### src/rtl/core/ffba_pkg.sv
`timescale 1ns / 1ps
// ----------------------------------------------------------------------------
// ffba_pkg
// Shared types and constants for the first-fit block allocator.
// ----------------------------------------------------------------------------
package ffba_pkg;

    localparam int ADDR_W  = 20;
    localparam int SIZE_W  = 21;
    // header plus largest request plus alignment slack
    localparam int TOTAL_W = 22;

    localparam logic [SIZE_W-1:0] LIMIT_CAP = 21'h100000;

    localparam logic OP_ALLOC = 1'b0;
    localparam logic OP_FREE  = 1'b1;

    typedef enum logic [2:0] {
        ST_REUSED   = 3'd0,
        ST_EXTENDED = 3'd1,
        ST_NO_SPACE = 3'd2,
        ST_ZERO     = 3'd3,
        ST_FREED    = 3'd4,
        ST_DOUBLE   = 3'd5,
        ST_UNKNOWN  = 3'd6
    } status_t;

    typedef struct packed {
        logic              opcode;
        logic [SIZE_W-1:0] request_size;
        logic [ADDR_W-1:0] block_address;
    } req_t;

    typedef struct packed {
        status_t           status;
        logic [ADDR_W-1:0] data_address;
    } rsp_t;

    typedef struct packed {
        logic [ADDR_W-1:0] start;
        logic [SIZE_W-1:0] bytes;
        logic              free;
    } entry_t;

    typedef enum logic [1:0] {
        S_IDLE,
        S_ROUND,
        S_SCAN,
        S_DONE
    } state_t;

endpackage

### src/rtl/core/first_fit_block_allocator.sv
`timescale 1ns / 1ps
// An allocate rounds its size, then reads table entries in order up to the reused entry k
//   or through all N to extend or fail; a free reads up to the matching entry or through all
//   N. N is entry_count; zero-size and null requests skip the scan. One request at a time,
//   the next taken the cycle after the response is loaded; a held response stalls.
// Reset clears entry count, heap top and handshake state; the limit register returns to 1048576.
//   Table contents are not cleared: entries at or above the count are never read.
// ----------------------------------------------------------------------------
// first_fit_block_allocator
// First-fit heap allocator over an address-ordered block table in RAM.
// ----------------------------------------------------------------------------
module first_fit_block_allocator #(
    parameter int MAX_BLOCKS   = 64,
    parameter int HEADER_BYTES = 32,
    parameter int ALIGN_BYTES  = 8
) (
    input  logic                        clk,
    input  logic                        rst_n,
    input  logic                        req_valid,
    output logic                        req_ready,
    input  ffba_pkg::req_t              req,
    output logic                        rsp_valid,
    input  logic                        rsp_ready,
    output ffba_pkg::rsp_t              rsp,
    input  logic                        cfg_we,
    input  logic [ffba_pkg::SIZE_W-1:0] cfg_wdata
);
    import ffba_pkg::*;

    localparam int IW = $clog2(MAX_BLOCKS);
    localparam int CW = $clog2(MAX_BLOCKS + 1);
    localparam logic [SIZE_W-1:0] HDR = SIZE_W'(HEADER_BYTES);
    localparam logic [CW-1:0] MAX_CNT = CW'(MAX_BLOCKS);

    state_t             state_reg, state_next;
    logic               op_reg, op_next;
    logic [ADDR_W-1:0]  addr_reg, addr_next;
    logic [CW-1:0]      scan_idx_reg, scan_idx_next;
    logic               chk_valid_reg, chk_valid_next;
    logic [IW-1:0]      chk_idx_reg, chk_idx_next;
    logic [CW-1:0]      count_reg, count_next;
    logic [SIZE_W-1:0]  top_reg, top_next;
    logic [SIZE_W-1:0]  limit_reg;
    rsp_t               res_reg, res_next;
    rsp_t               out_reg, out_next;
    logic               out_valid_reg, out_valid_next;

    logic               align_start;
    logic               align_done;
    logic [TOTAL_W-1:0] total;

    logic               rd_en;
    entry_t             rd_data;
    logic               wr_en;
    logic [IW-1:0]      wr_addr;
    entry_t             wr_data;

    logic               issuing;
    logic               alloc_hit;
    logic               free_hit;
    logic               hit;
    logic [SIZE_W-1:0]  limit_eff;
    logic [TOTAL_W:0]   grown;

    ffba_align #(
        .ALIGN_BYTES(ALIGN_BYTES)
    ) u_align (
        .clk  (clk),
        .rst_n(rst_n),
        .start(align_start),
        .value(TOTAL_W'(req.request_size) + TOTAL_W'(HEADER_BYTES)),
        .done (align_done),
        .total(total)
    );

    ffba_table #(
        .DEPTH(MAX_BLOCKS)
    ) u_table (
        .clk    (clk),
        .rd_en  (rd_en),
        .rd_addr(scan_idx_reg[IW-1:0]),
        .rd_data(rd_data),
        .wr_en  (wr_en),
        .wr_addr(wr_addr),
        .wr_data(wr_data)
    );

    assign issuing   = scan_idx_reg < count_reg;
    assign alloc_hit = rd_data.free && ({1'b0, rd_data.bytes} >= total);
    assign free_hit  = (({1'b0, rd_data.start} + HDR) == {1'b0, addr_reg});
    assign hit       = (op_reg == OP_ALLOC) ? alloc_hit : free_hit;
    assign limit_eff = (limit_reg > LIMIT_CAP) ? LIMIT_CAP : limit_reg;
    assign grown     = {2'b00, top_reg} + {1'b0, total};

    always_ff @(posedge clk or negedge rst_n)
    begin
        if (!rst_n)
        begin
            state_reg     <= S_IDLE;
            chk_valid_reg <= 1'b0;
            count_reg     <= '0;
            top_reg       <= '0;
            limit_reg     <= LIMIT_CAP;
            out_valid_reg <= 1'b0;
        end
        else
        begin
            state_reg     <= state_next;
            chk_valid_reg <= chk_valid_next;
            count_reg     <= count_next;
            top_reg       <= top_next;
            out_valid_reg <= out_valid_next;
            if (cfg_we)
            begin
                limit_reg <= cfg_wdata;
            end
        end
    end

    always_ff @(posedge clk)
    begin
        op_reg       <= op_next;
        addr_reg     <= addr_next;
        scan_idx_reg <= scan_idx_next;
        chk_idx_reg  <= chk_idx_next;
        res_reg      <= res_next;
        out_reg      <= out_next;
    end

    always_comb
    begin
        state_next     = state_reg;
        op_next        = op_reg;
        addr_next      = addr_reg;
        scan_idx_next  = scan_idx_reg;
        chk_valid_next = 1'b0;
        chk_idx_next   = chk_idx_reg;
        count_next     = count_reg;
        top_next       = top_reg;
        res_next       = res_reg;
        out_next       = out_reg;
        out_valid_next = out_valid_reg && !rsp_ready;
        req_ready      = 1'b0;
        align_start    = 1'b0;
        rd_en          = 1'b0;
        wr_en          = 1'b0;
        wr_addr        = chk_idx_reg;
        wr_data        = rd_data;

        unique case (state_reg)
            S_IDLE:
            begin
                req_ready = 1'b1;
                if (req_valid)
                begin
                    op_next       = req.opcode;
                    addr_next     = req.block_address;
                    scan_idx_next = '0;
                    res_next      = '{status: ST_UNKNOWN, data_address: '0};
                    if (req.opcode == OP_ALLOC)
                    begin
                        if (req.request_size == '0)
                        begin
                            res_next.status = ST_ZERO;
                            state_next      = S_DONE;
                        end
                        else
                        begin
                            // rounding starts on the accepting edge
                            align_start = 1'b1;
                            state_next  = S_ROUND;
                        end
                    end
                    else if (req.block_address == '0)
                    begin
                        state_next = S_DONE;
                    end
                    else
                    begin
                        state_next = S_SCAN;
                    end
                end
            end

            S_ROUND:
            begin
                if (align_done)
                begin
                    state_next = S_SCAN;
                end
            end

            S_SCAN:
            begin
                priority if (chk_valid_reg && hit)
                begin
                    state_next = S_DONE;
                    if (op_reg == OP_ALLOC)
                    begin
                        wr_en        = 1'b1;
                        wr_data.free = 1'b0;
                        res_next     = '{status: ST_REUSED,
                                         data_address: rd_data.start + HDR[ADDR_W-1:0]};
                    end
                    else if (rd_data.free)
                    begin
                        res_next.status = ST_DOUBLE;
                    end
                    else
                    begin
                        wr_en           = 1'b1;
                        wr_data.free    = 1'b1;
                        res_next.status = ST_FREED;
                    end
                end
                else if (issuing)
                begin
                    rd_en          = 1'b1;
                    chk_valid_next = 1'b1;
                    chk_idx_next   = scan_idx_reg[IW-1:0];
                    scan_idx_next  = scan_idx_reg + 1'b1;
                end
                else if (!chk_valid_reg)
                begin
                    // every entry checked, none matched
                    state_next = S_DONE;
                    if (op_reg == OP_ALLOC)
                    begin
                        if (count_reg >= MAX_CNT || grown > {2'b00, limit_eff})
                        begin
                            res_next.status = ST_NO_SPACE;
                        end
                        else
                        begin
                            wr_en         = 1'b1;
                            wr_addr       = count_reg[IW-1:0];
                            wr_data.start = top_reg[ADDR_W-1:0];
                            wr_data.bytes = total[SIZE_W-1:0];
                            wr_data.free  = 1'b0;
                            count_next    = count_reg + 1'b1;
                            top_next      = grown[SIZE_W-1:0];
                            res_next      = '{status: ST_EXTENDED,
                                              data_address: top_reg[ADDR_W-1:0]
                                                            + HDR[ADDR_W-1:0]};
                        end
                    end
                end
                else
                begin
                    // last read still in flight
                    state_next = S_SCAN;
                end
            end

            S_DONE:
            begin
                if (!out_valid_reg || rsp_ready)
                begin
                    out_next       = res_reg;
                    out_valid_next = 1'b1;
                    state_next     = S_IDLE;
                end
            end

            default:
            begin
                state_next = S_IDLE;
            end
        endcase
    end

    assign rsp_valid = out_valid_reg;
    assign rsp       = out_reg;

endmodule

### src/rtl/core/ffba_table.sv
`timescale 1ns / 1ps
// ----------------------------------------------------------------------------
// ffba_table
// Block table: single-port-write, single-read synchronous RAM with a registered read.
// ----------------------------------------------------------------------------
module ffba_table #(
    parameter int DEPTH = 64
) (
    input  logic                     clk,
    input  logic                     rd_en,
    input  logic [$clog2(DEPTH)-1:0] rd_addr,
    output ffba_pkg::entry_t         rd_data,
    input  logic                     wr_en,
    input  logic [$clog2(DEPTH)-1:0] wr_addr,
    input  ffba_pkg::entry_t         wr_data
);
    import ffba_pkg::*;

    entry_t mem [DEPTH];
    entry_t rd_data_reg;

    always_ff @(posedge clk)
    begin
        if (wr_en)
        begin
            mem[wr_addr] <= wr_data;
        end
        if (rd_en)
        begin
            rd_data_reg <= mem[rd_addr];
        end
    end

    assign rd_data = rd_data_reg;

endmodule

### src/rtl/core/ffba_align.sv
`timescale 1ns / 1ps
// ----------------------------------------------------------------------------
// ffba_align
// Rounds a byte count up to a multiple of ALIGN_BYTES by reciprocal multiplication;
// start registers the biased value, then the quotient register loads; total is valid from done.
// ----------------------------------------------------------------------------
module ffba_align #(
    parameter int ALIGN_BYTES = 8
) (
    input  logic                           clk,
    input  logic                           rst_n,
    input  logic                           start,
    input  logic [ffba_pkg::TOTAL_W-1:0]   value,
    output logic                           done,
    output logic [ffba_pkg::TOTAL_W-1:0]   total
);
    import ffba_pkg::*;

    // floor(v / ALIGN_BYTES) == (v * RECIP) >> SHIFT for every v below 2**TOTAL_W
    localparam int LOG_A = $clog2(ALIGN_BYTES);
    localparam int SHIFT = TOTAL_W + LOG_A;
    localparam int RW    = TOTAL_W + 1;
    localparam int PW    = TOTAL_W + RW;
    localparam longint unsigned RECIP_L =
        ((64'd1 << SHIFT) + 64'(ALIGN_BYTES) - 64'd1) / 64'(ALIGN_BYTES);
    localparam logic [RW-1:0]      RECIP   = RW'(RECIP_L);
    localparam logic [TOTAL_W-1:0] BIAS    = TOTAL_W'(ALIGN_BYTES - 1);
    localparam logic [TOTAL_W-1:0] ALIGN_V = TOTAL_W'(ALIGN_BYTES);

    logic [TOTAL_W-1:0] biased_reg;
    logic [TOTAL_W-1:0] quot_reg;
    logic               busy_reg;
    logic               done_reg;
    logic [PW-1:0]      product;

    assign product = {{RW{1'b0}}, biased_reg} * {{TOTAL_W{1'b0}}, RECIP};

    always_ff @(posedge clk or negedge rst_n)
    begin
        if (!rst_n)
        begin
            busy_reg <= 1'b0;
            done_reg <= 1'b0;
        end
        else
        begin
            busy_reg <= start;
            done_reg <= busy_reg;
        end
    end

    always_ff @(posedge clk)
    begin
        if (start)
        begin
            biased_reg <= value + BIAS;
        end
        if (busy_reg)
        begin
            quot_reg <= TOTAL_W'(product >> SHIFT);
        end
    end

    assign done  = done_reg;
    assign total = quot_reg * ALIGN_V;

endmodule

### config.mk
export PLATFORM = sky130hd
export DESIGN_NAME = first_fit_block_allocator
export DESIGN_NICKNAME = d
export VERILOG_FILES = /design/src/rtl/core/ffba_pkg.sv /design/src/rtl/core/first_fit_block_allocator.sv /design/src/rtl/core/ffba_table.sv /design/src/rtl/core/ffba_align.sv
export SDC_FILE = /design/constraint.sdc
export NUM_CORES = 2
export LEC_CHECK = 0
export ABC_AREA = 0
export BUFFER_PORTS_ARGS = -buffer_cell sky130_fd_sc_hd__buf_2
export CAP_MARGIN = 10
export CORE_MARGIN = 1
export CORE_UTILIZATION = 55
export DETAILED_ROUTE_END_ITERATION = 10
export PLACE_DENSITY = 0.75
export SYNTH_ARGS = -nofsm -noshare
export SYNTH_HDL_FRONTEND = slang
export SYNTH_SLANG_ARGS = --single-unit
### constraint.sdc
create_clock -name clk -period 7.5 [get_ports clk]
set_input_delay 1.5 -clock clk [delete_from_list [all_inputs] [get_ports clk]]
set_output_delay 1.5 -clock clk [all_outputs]
set_load 0.03 [all_outputs]
==> results by group <==
Logic synthesis
  – Synthesized area per cell: 23.4 sq um
  – Distinct cells, synth: 84
  – Post-synth top area share: 75.3%
  – Seq cells post-synth: 2900
  – Primary FF master, synth: edfxtp_1
  – Synth area leader: edfxtp_1
  – Mapped Cells: 4844
  – Dominant cells by area after synthesis: edfxtp_1, mux4_2, dfrtp_1
  – Sequential fraction of the synthesis area: 76.5%
  – Yosys warns: 0
  – Post-Synthesis Net Count: 4982
  – Async S/R FF share, synth: 1.79%
  – Synth Cell Area: 114000 sq um
  – Post-synth EDFFs: 2848

Detailed routing
  – DRT iter0 DRCs: 7559
  – Routed vias: 54355
  – Pre-Repair DR Iteration Count: 8
  – Remaining DRCs: 0
  – Routed WL: 276 mm
  – DRT antenna net count: 0
  – Via density per instance: 6.72
  – Wirelength per Cell: 34.1 microns

Global routing
  – M3 GR Usage: 6.19%
  – Grt met1 use: 37.8%
  – Total gr overflow: 0
  – First-pass GRT wire length: 398 mm
  – Vias in the first global route: 54604
  – Antenna violations before repair: 27
  – Busiest layer in global routing: met2
  – GRT Total Usage: 26.8%
  – Largest net degree at the start of global routing: 139
  – Met2 Usage GRT: 42.2%

Critical path
  – Crit path from: top_reg[7]$_DFFE_PN0P_
  – CP required: 8.10 ns
  – Critical Path Fanout Max: 28
  – Reg-to-reg endpoint: u_table.mem[14][38]$_DFFE_PP_
  – Worst path arrival time: 7.54 ns
  – Worst setup path end: u_table.mem[14][38]$_DFFE_PP_
  – Critical path class: reg2reg
  – Worst setup SP type: flip-flop
  – R2r startpoint: top_reg[7]$_DFFE_PN0P_
  – CP Capture Type: flip-flop
  – Internal reg-to-reg setup slack: 0.56 ns
  – FF-to-FF path depth: 20

Floorplan
  – Site Rows: 166
  – Core ar.: 205000 sq um
  – IO Count: 93
  – Initial Util: 55.4%
  – Die area: 208000 sq um
  – Die Y: 456 microns
  – Die Width: 456 microns

Layout
  – Final net count: 5319
  – Filler cell count in the final layout: 12980
  – Layout cells sized above 1: 32.2%
  – Max reg flops: 2688
  – FF/Latch Area: 86800 sq um
  – Multi-input combinational cell area: 26100 sq um
  – Final core utilization: 62.7%
  – Non-Filler Instances: 8088
  – Area Growth Syn to Fin: 13.1%

STA
  – Slew HR: 15.4%
  – Worst-margin pin slew: 1.27 ns
  – Final Max Tran Viols: 0
  – Fmax: 0.144 GHz
  – Final min period: 6.94 ns
  – Final Hold Fails: 0
  – Unrepaired setup endpoints after global routing: false
  – Crit share post-route: 92.5%
  – Clk_skew: 0.0497 ns
  – Setup Viol. Count Final: 0
  – PnR worst setup slack: 0.562 ns

CTS
  – CTS tree: built
  – CTS max path bufs: 4
  – CTS Hold Buffers Added: 0
  – Clock Latency Late Sink: 0.96 ns
  – CTS resizes: 0
  – H-tree Lvls: 5
  – Reg clk slew, reported paths: 0.06 ns
  – Total CTS buffers: 303
  – CTS Sinks: 2900
  – Root buf cell: clkbuf_16
  – Setup Buffers After CTS: 0

Hold path
  – Hold Crit Class: reg2reg

Run
  – Maximum capacitance violations: 0

Pwr
  – Power Dens Cells: 408 nW/um^2
  – Lkg Pwr: 40.2 nW
  – Peak supply drop: 0.363 mV

Place
  – Worst slack at placement: 0.731 ns
  – I/O Buffers: 92
  – Post-Place Cells: 7564
  – Final GP Congestion: 0.914
  – Hpwl dp: 158 mm

Run status
  – Status: finished clean
[Yosys cell counts (18+ instances only)]
cell type	instances
nand3_1	32
nand2_1	81
nor2_1	111
mux4_2	882
clkbuf_1	142
xor2_1	31
edfxtp_1	2848
mux2_2	75
o21ai_0	29
dfrtp_1	51
inv_1	51
ha_1	69
xnor2_1	51
buf_2	18
a21oi_1	33
buf_1	69
[per-layer routing]
metal | wire [microns] | share of wire [%]
met2 | 134000 | 49
met3 | 29600 | 11
met5 | 161 | 0.058
met4 | 7710 | 2.8
met1 | 104000 | 38
[cell families after synthesis]
| family | after synthesis | share of synthesized area, % |
|---|---|---|
| XOR/XNOR | 83 | 0.654 |
| buffers and inverters | 288 | 1.00 |
| AND/OR/NAND/NOR | 363 | 1.59 |
| multiplexers | 974 | 18.4 |
| AO/OA/AOI/OAI | 166 | 1.09 |
| adder cells (fa/ha/maj) | 70 | 0.778 |
| flip-flops | 2900 | 76.5 |
[critical path: stages, from the launching register on]
cell	delay [ns]
dfrtp_1	0.47
ha_1	0.39
a21oi_1	0.22
o211ai_1	0.14
a221oi_1	0.57
o21bai_1	0.18
a21oi_1	0.25
o21bai_1	0.09
a21oi_1	0.17
xnor2_1	0.11
ha_1	0.32
nand4_1	0.16
nor4_1	0.35
o311ai_0	0.21
a211oi_1	0.26
o22ai_1	0.15
and4bb_4	0.38
nand3b_1	0.41
a2bb2oi_2	0.40
nor2_4	0.89
buf_4	0.43
[per-stage QoR]
stage | hold slack, ns | power, mW | setup TNS (ns) | cell area, sq um
after global placement | 0.402 | 37.4 | 0 | 119000
final | 0.406 | 52.4 | 0 | 128000
after detailed placement | 0.405 | 37.8 | 0 | 119000
after global routing | 0.421 | 53.9 | 0 | 128000
after floorplan | 0.400 | 31.8 | -26.42 | 114000
after CTS | 0.406 | 52.5 | 0 | 128000
[cell type report]
cell class / instances / share of cell area [%]
diodes: 7 / 0.0136
clock inverters: 151 / 1.11
flip-flops and latches: 2900 / 67.6
clock buffers: 366 / 6.28
repair buffers: 268 / 1.85
well taps: 2688 / 2.62
multi-input cells: 1656 / 20.4
inverters: 52 / 0.152
[report_power, final]
group	switching, mW	total (mW)	internal [mW]
logic	9.77	16.1	6.30
registers	0.613	21.7	21.1
clock network	6.06	14.6	8.55
total	16.4	52.4	35.9
[cells in the final DEF (no fill, tap or decap), types with 10 or more instances in the layout]
master and instances:
nor2b_1 11, bufinv_16 27, a31oi_1 10, clkinvlp_4 10
mux2_2 75, a21oi_1 33, inv_1 51, edfxtp_1 2848
buf_12 47, nand2b_1 11, nor2_4 56, ha_1 69
mux4_2 882, nor3_1 15, buf_2 92, nand3_1 32
o21ai_0 26, dfrtp_1 51, xnor2_1 51, xor2_1 31
clkbuf_1 51, nand4_1 17, clkinv_2 44, and3_1 12
nor4_1 16, nand2_1 81, mux2i_1 15, nor2_1 55
o21a_1 11, and2_1 11, clkbuf_16 314, clkinv_1 62
buf_4 129
[worst min-delay path by stage]
stage / from / to / slack, ns / cells after the start
6_report: u_align.biased_reg[18]$_DFFE_PP_ / u_align.quot_reg[15]$_DFFE_PP_ / 0.41 / 0
5_1_grt: res_reg[20]$_DFFE_PP_ / rsp[20]$_DFFE_PP_ / 0.42 / 0
4_1_cts: u_align.biased_reg[18]$_DFFE_PP_ / u_align.quot_reg[15]$_DFFE_PP_ / 0.41 / 0
3_5_place_dp: res_reg[5]$_SDFFCE_PP0P_ / rsp[5]$_DFFE_PP_ / 0.40 / 0
3_3_place_gp: u_align.biased_reg[18]$_DFFE_PP_ / u_align.quot_reg[15]$_DFFE_PP_ / 0.40 / 0
2_1_floorplan: res_reg[0]$_SDFFCE_PP0P_ / rsp[0]$_DFFE_PP_ / 0.40 / 0
Note: power is estimated with default switching activity, not from simulation.
